==> config.mk <==
export PLATFORM = sky130hd
export DESIGN_NAME = pfe_ctrl
export DESIGN_NICKNAME = d
export VERILOG_FILES = /design/src/rtl/pfe_pkg.sv /design/src/rtl/pfe_ctrl.sv
export SDC_FILE = /design/constraint.sdc
export NUM_CORES = 1
export LEC_CHECK = 0
export BUFFER_PORTS_ARGS = -buffer_cell sky130_fd_sc_hd__clkbuf_2
export CAP_MARGIN = 20
export CORE_AREA = 2 2 39 41
export CTS_CLUSTER_DIAMETER = 80
export DETAILED_ROUTE_END_ITERATION = 16
export DIE_AREA = 0 0 41 43
export PLACE_DENSITY_LB_ADDON = 0.1
export SKIP_CTS_REPAIR_TIMING = 1
export SYNTH_ARGS = -nofsm -noshare
export SYNTH_HDL_FRONTEND = slang
export SYNTH_SLANG_ARGS = --single-unit
==> constraint.sdc <==
create_clock -name aclk -period 2 [get_ports aclk]
set_input_delay 0.4 -clock aclk [delete_from_list [all_inputs] [get_ports aclk]]
set_output_delay 0.4 -clock aclk [all_outputs]
set_load 0.005 [all_outputs]
==> src/rtl/pfe_pkg.sv <==
// Shared types and constants for the particle force / Euler step block.
package pfe_pkg;

    localparam int unsigned CFG_ADDR_W = 3;
    localparam int unsigned CFG_DATA_W = 32;

    typedef enum logic [CFG_ADDR_W-1:0] {
        REG_MASS        = 3'd0,
        REG_GRAVITY     = 3'd1,
        REG_DRAG        = 3'd2,
        REG_WIND        = 3'd3,
        REG_START_X     = 3'd4,
        REG_START_Y     = 3'd5,
        REG_START_VEL_X = 3'd6,
        REG_START_VEL_Y = 3'd7
    } cfg_reg_t;

    localparam logic signed [31:0] GRAVITY_RESET = -32'sd642908;
    localparam logic [30:0]        MAX31         = 31'h7FFF_FFFF;

    typedef enum logic [4:0] {
        OP_NONE,
        OP_ACCEPT,
        OP_LOAD,
        OP_MUL_KS,
        OP_KS,
        OP_MUL_DX,
        OP_FX,
        OP_MUL_DY,
        OP_FY,
        OP_IMPACT,
        OP_DIV_START,
        OP_DIV_END,
        OP_MUL_AX,
        OP_VX,
        OP_MUL_AY,
        OP_VY,
        OP_MUL_PX,
        OP_PX,
        OP_MUL_PY,
        OP_PY,
        OP_SQ_X,
        OP_SQ_Y,
        OP_SQ_SUM,
        OP_SQRT_START,
        OP_SQRT_END
    } dp_op_t;

    typedef struct packed {
        dp_op_t op;
    } dp_cmd_t;

    typedef struct packed {
        logic restart;
        logic collision;
        logic div_done;
        logic sqrt_done;
    } dp_status_t;

    typedef enum logic [4:0] {
        S_IDLE,
        S_DECODE,
        S_LOAD,
        S_MUL_KS,
        S_KS,
        S_MUL_DX,
        S_FX,
        S_MUL_DY,
        S_FY,
        S_IMPACT,
        S_DIV_START,
        S_DIV_RUN,
        S_DIV_END,
        S_MUL_AX,
        S_VX,
        S_MUL_AY,
        S_VY,
        S_MUL_PX,
        S_PX,
        S_MUL_PY,
        S_PY,
        S_SQ_X,
        S_SQ_Y,
        S_SQ_SUM,
        S_SQRT_START,
        S_SQRT_RUN,
        S_SQRT_END,
        S_OUT
    } ctrl_state_t;

endpackage

==> src/rtl/pfe_ctrl.sv <==
// Controller: sequences one step through the datapath and runs the handshakes.
module pfe_ctrl (
    input  logic                aclk,
    input  logic                aresetn,
    input  logic                s_tvalid,
    output logic                s_tready,
    output logic                m_tvalid,
    input  logic                m_tready,
    input  pfe_pkg::dp_status_t status,
    output pfe_pkg::dp_cmd_t    cmd
);
    import pfe_pkg::*;

    ctrl_state_t state_reg, state_next;

    always_ff @(posedge aclk) begin
        if (!aresetn) begin
            state_reg <= S_IDLE;
        end else begin
            state_reg <= state_next;
        end
    end

    always_comb begin
        state_next = state_reg;
        cmd.op     = OP_NONE;
        s_tready   = 1'b0;
        m_tvalid   = 1'b0;
        case (state_reg)
            S_IDLE: begin
                s_tready = 1'b1;
                if (s_tvalid) begin
                    cmd.op     = OP_ACCEPT;
                    state_next = S_DECODE;
                end
            end
            S_DECODE: begin
                if (status.restart) begin
                    state_next = S_LOAD;
                end else if (status.collision) begin
                    state_next = S_IMPACT;
                end else begin
                    state_next = S_MUL_KS;
                end
            end
            S_LOAD:    begin cmd.op = OP_LOAD;    state_next = S_SQ_X;      end
            S_MUL_KS:  begin cmd.op = OP_MUL_KS;  state_next = S_KS;        end
            S_KS:      begin cmd.op = OP_KS;      state_next = S_MUL_DX;    end
            S_MUL_DX:  begin cmd.op = OP_MUL_DX;  state_next = S_FX;        end
            S_FX:      begin cmd.op = OP_FX;      state_next = S_MUL_DY;    end
            S_MUL_DY:  begin cmd.op = OP_MUL_DY;  state_next = S_FY;        end
            S_FY:      begin cmd.op = OP_FY;      state_next = S_DIV_START; end
            S_IMPACT:  begin cmd.op = OP_IMPACT;  state_next = S_DIV_START; end
            S_DIV_START: begin
                cmd.op     = OP_DIV_START;
                state_next = S_DIV_RUN;
            end
            S_DIV_RUN: if (status.div_done) state_next = S_DIV_END;
            S_DIV_END: begin cmd.op = OP_DIV_END; state_next = S_MUL_AX;    end
            S_MUL_AX:  begin cmd.op = OP_MUL_AX;  state_next = S_VX;        end
            S_VX:      begin cmd.op = OP_VX;      state_next = S_MUL_AY;    end
            S_MUL_AY:  begin cmd.op = OP_MUL_AY;  state_next = S_VY;        end
            S_VY:      begin cmd.op = OP_VY;      state_next = S_MUL_PX;    end
            S_MUL_PX:  begin cmd.op = OP_MUL_PX;  state_next = S_PX;        end
            S_PX:      begin cmd.op = OP_PX;      state_next = S_MUL_PY;    end
            S_MUL_PY:  begin cmd.op = OP_MUL_PY;  state_next = S_PY;        end
            S_PY:      begin cmd.op = OP_PY;      state_next = S_SQ_X;      end
            S_SQ_X:    begin cmd.op = OP_SQ_X;    state_next = S_SQ_Y;      end
            S_SQ_Y:    begin cmd.op = OP_SQ_Y;    state_next = S_SQ_SUM;    end
            S_SQ_SUM:  begin cmd.op = OP_SQ_SUM;  state_next = S_SQRT_START; end
            S_SQRT_START: begin
                cmd.op     = OP_SQRT_START;
                state_next = S_SQRT_RUN;
            end
            S_SQRT_RUN: if (status.sqrt_done) state_next = S_SQRT_END;
            S_SQRT_END: begin cmd.op = OP_SQRT_END; state_next = S_OUT;     end
            S_OUT: begin
                m_tvalid = 1'b1;
                if (m_tready) state_next = S_IDLE;
            end
            default: state_next = S_IDLE;
        endcase
    end
endmodule

==> impl_results.md <==
- Post-layout util: 0.5362
- Synth async-reset ratio: 0
- Initial core utilization: 0.4503
- Syn Area/Cell: 7.001 um2
- Via count: 708
- Gate Count Post-Synth: 89
- First-pass GRT wire length: ~2.6 mm
- # setup viols final: 0
- Outcome: complete, no violations
- Yosys top cell area share: 0.1606
- Post-DP HPWL: 1.146 mm
- Initial antenna violation count: 0
- Vias in the first global route: 598
- Die Wd: 41 um
- Crit path launch type: register
- Max-cap check violation count: 0
- Die area: 0.001763 mm2
- Critical Path RT: about 1.6 ns
- RSZ-0062 raised after global routing: no
- Syn nets: 97
- Min Tclk post-route: 1.859 ns
- Final wirelength: about 1.6 mm
- Total gr overflow: 0
- Total track usage: 0.2115
- Die height: 43 um
- Ratio of final minimum period to clock period: 0.9296
- Final ANT Viol Nets: 0
- Most used DFF post-synth: dfxtp_1
- Top post-synthesis cells by area: dfxtp_1 16%, a21oi_1 8.8%, nor2_1 6.6%, a22o_1 5.6%, buf_2 4.8%
- Yosys top cell by area: dfxtp_1
- Clock slew at reported path FFs: 0.04 ns
- Sequential area share after synthesis: 0.1606
- Fraction of layout cells with a size suffix above 1: 0.3077
- Clock buffer depth: 2
- Core Area: 0.001384 mm2
- Area Growth Syn to Fin: 19.08%
- CTS buffer count: 3
- Via density: 5.900
- Crit Path Category: reg2out
- Final Skew: 0.005495 ns
- Leakage: 0.3267 nW
- Relative slew slack: 0.7773
- Setup WS pre-CTS: approximately 0.24 ns
- Residual DRC: 0
- Crit path DAT: 1.46 ns
- CTS tree: yes
- Min-Delay Path Class: in2reg
- Synth warnings: 0
- Crit Path Max Fanout: 10
- 1st-iter DRT viols: 23
- Synth Cell Area: roughly 620 um2
- # clock sinks: 5
- Max reg flops: 5
- Peak Freq: 537.9 MHz
- Final setup margin: 0.1408 ns
- IO Port Bufs: 14
- Antenna cells: 0
- Final RePlAce weighted congestion: 0.8056
- Drt first pass iters: 5
- # rows: 14
- Synth unique cells: 38
- Worst-margin pin slew: approximately 0.33 ns
- Post-Place Cells: 116
- Final Max Tran Viols: 0
- Final net count: 113
- Clock root buffer: clkbuf_4
- DR WL/cell: between 10 and 15 um
- PwrDens: 1558 mW/mm2
- Largest net degree at the start of global routing: 19
- Final hold violations: 0
- Number of flops mapped to enable cells by yosys: 0
- Fillcell total: approximately 140
- Maximum vdd drop: 0.7966 mV
- H-tree levels: 1
- Non-filler instance count after layout: 120
- Synthesis-stage register bit count: 5
- Crit end category: output pin
- Clk_lat worst skew: 0.25 ns
- Number of I/O pins: 15
-- cells in the mapped netlist (2+ instances only) --
| master | instances |
|---|---|
| dfxtp_1 | 5 |
| nor2b_1 | 2 |
| inv_1 | 5 |
| a22o_1 | 4 |
| nor3_1 | 2 |
| a21oi_1 | 11 |
| nand2_1 | 3 |
| nor2_1 | 11 |
| nand3_1 | 3 |
| clkbuf_1 | 2 |
| and2_1 | 2 |
| and4b_1 | 2 |
| buf_2 | 6 |
| o21ai_0 | 5 |
| o22ai_1 | 2 |
| a21o_1 | 2 |
-- cells in the final DEF (no fill, tap or decap), types with 2 or more instances in the layout --
cell type  count
buf_4          6
inv_1          5
dfxtp_2        5
nor2b_1        2
a22o_1         4
a21o_1         2
nor3_1         2
nand3_1        3
o22ai_1        2
and4b_1        2
clkbuf_4       3
and2_1         2
o21ai_0        5
nor2_1        11
clkbuf_2      14
a21oi_1       11
nand2_1        3
-- logic make-up (layout without fill, tap and decap cells) --
family          Yosys count  in the layout  share of synthesized area
compound gates           34             34                     0.3735
xor+xnor                  1              1                    0.01406
flops                     5              5                     0.1606
buf+inv                  14             29                     0.1084
simple gates             33             33                     0.3113
fa+ha+maj                 1              1                    0.01606
mux                       1              1                    0.01606
-- worst max-delay path, cell delays in order (launching register included) --
cell and delay (ns):
dfxtp_2 0.44, buf_4 0.18, nor2_1 0.04, a21oi_1 0.16, a2bb2oi_1 0.17, o22ai_1 0.09
clkbuf_2 0.12
-- report_power, final --
| group | switching (mW) | internal [mW] | total, mW | leakage (nW) |
|---|---|---|---|---|
| combinational | 0.382 | 0.381 | 0.763 | 0.269 |
| clock | 0.0455 | 0.0757 | 0.121 | 0.0150 |
| sequential | 0.124 | 0.147 | 0.271 | 0.0430 |
-- layer usage --
| metal | vias to the layer above | share of wire | track usage |
|---|---|---|---|
| met5 | - | 0 | 0 |
| met3 | 2 | 0.047 | 0.03141 |
| met1 | 316 | 0.48 | 0.2955 |
| li1 | 366 | - | - |
| met2 | 24 | 0.47 | 0.2969 |
| met4 | 0 | 0.0088 | 0.1200 |
-- stage by stage --
stage                     setup TNS [ns]  total power [mW]  instance area [um2]  hold slack, ns
final                                  0             1.156                742.0          0.4191
after global routing                   0             1.272                742.0          0.4462
after CTS                       -0.03080             1.147                735.7          0.4255
after detailed placement               0             1.018                709.4          0.6782
after global placement                 0             1.020                709.4          0.6741
after floorplan                        0            0.7969                623.1          0.5217
-- cell type report --
cell class / count / area [um2] / area share
repair buffers: 20 / 115.1 / 0.1551
clock buffers: 4 / 26.28 / 0.03541
inverters: 5 / 18.77 / 0.02530
multi-input cells: 70 / 455.4 / 0.6138
flip-flops and latches: 5 / 106.4 / 0.1433
well taps: 16 / 20.02 / 0.02698
-- worst paths after layout --
check	startpoint	to	slack [ns]	cells past startpoint
max reg2reg	state_reg[3]$_SDFFE_PN0P_	state_reg[3]$_SDFFE_PN0P_	0.41	4
max	state_reg[1]$_SDFFE_PN0P_	cmd[0]	0.14	6
min	aresetn	state_reg[1]$_SDFFE_PN0P_	0.42	2
min reg2reg	state_reg[3]$_SDFFE_PN0P_	state_reg[2]$_SDFFE_PN0P_	0.72	2
Note: power is estimated with default switching activity, not from simulation.
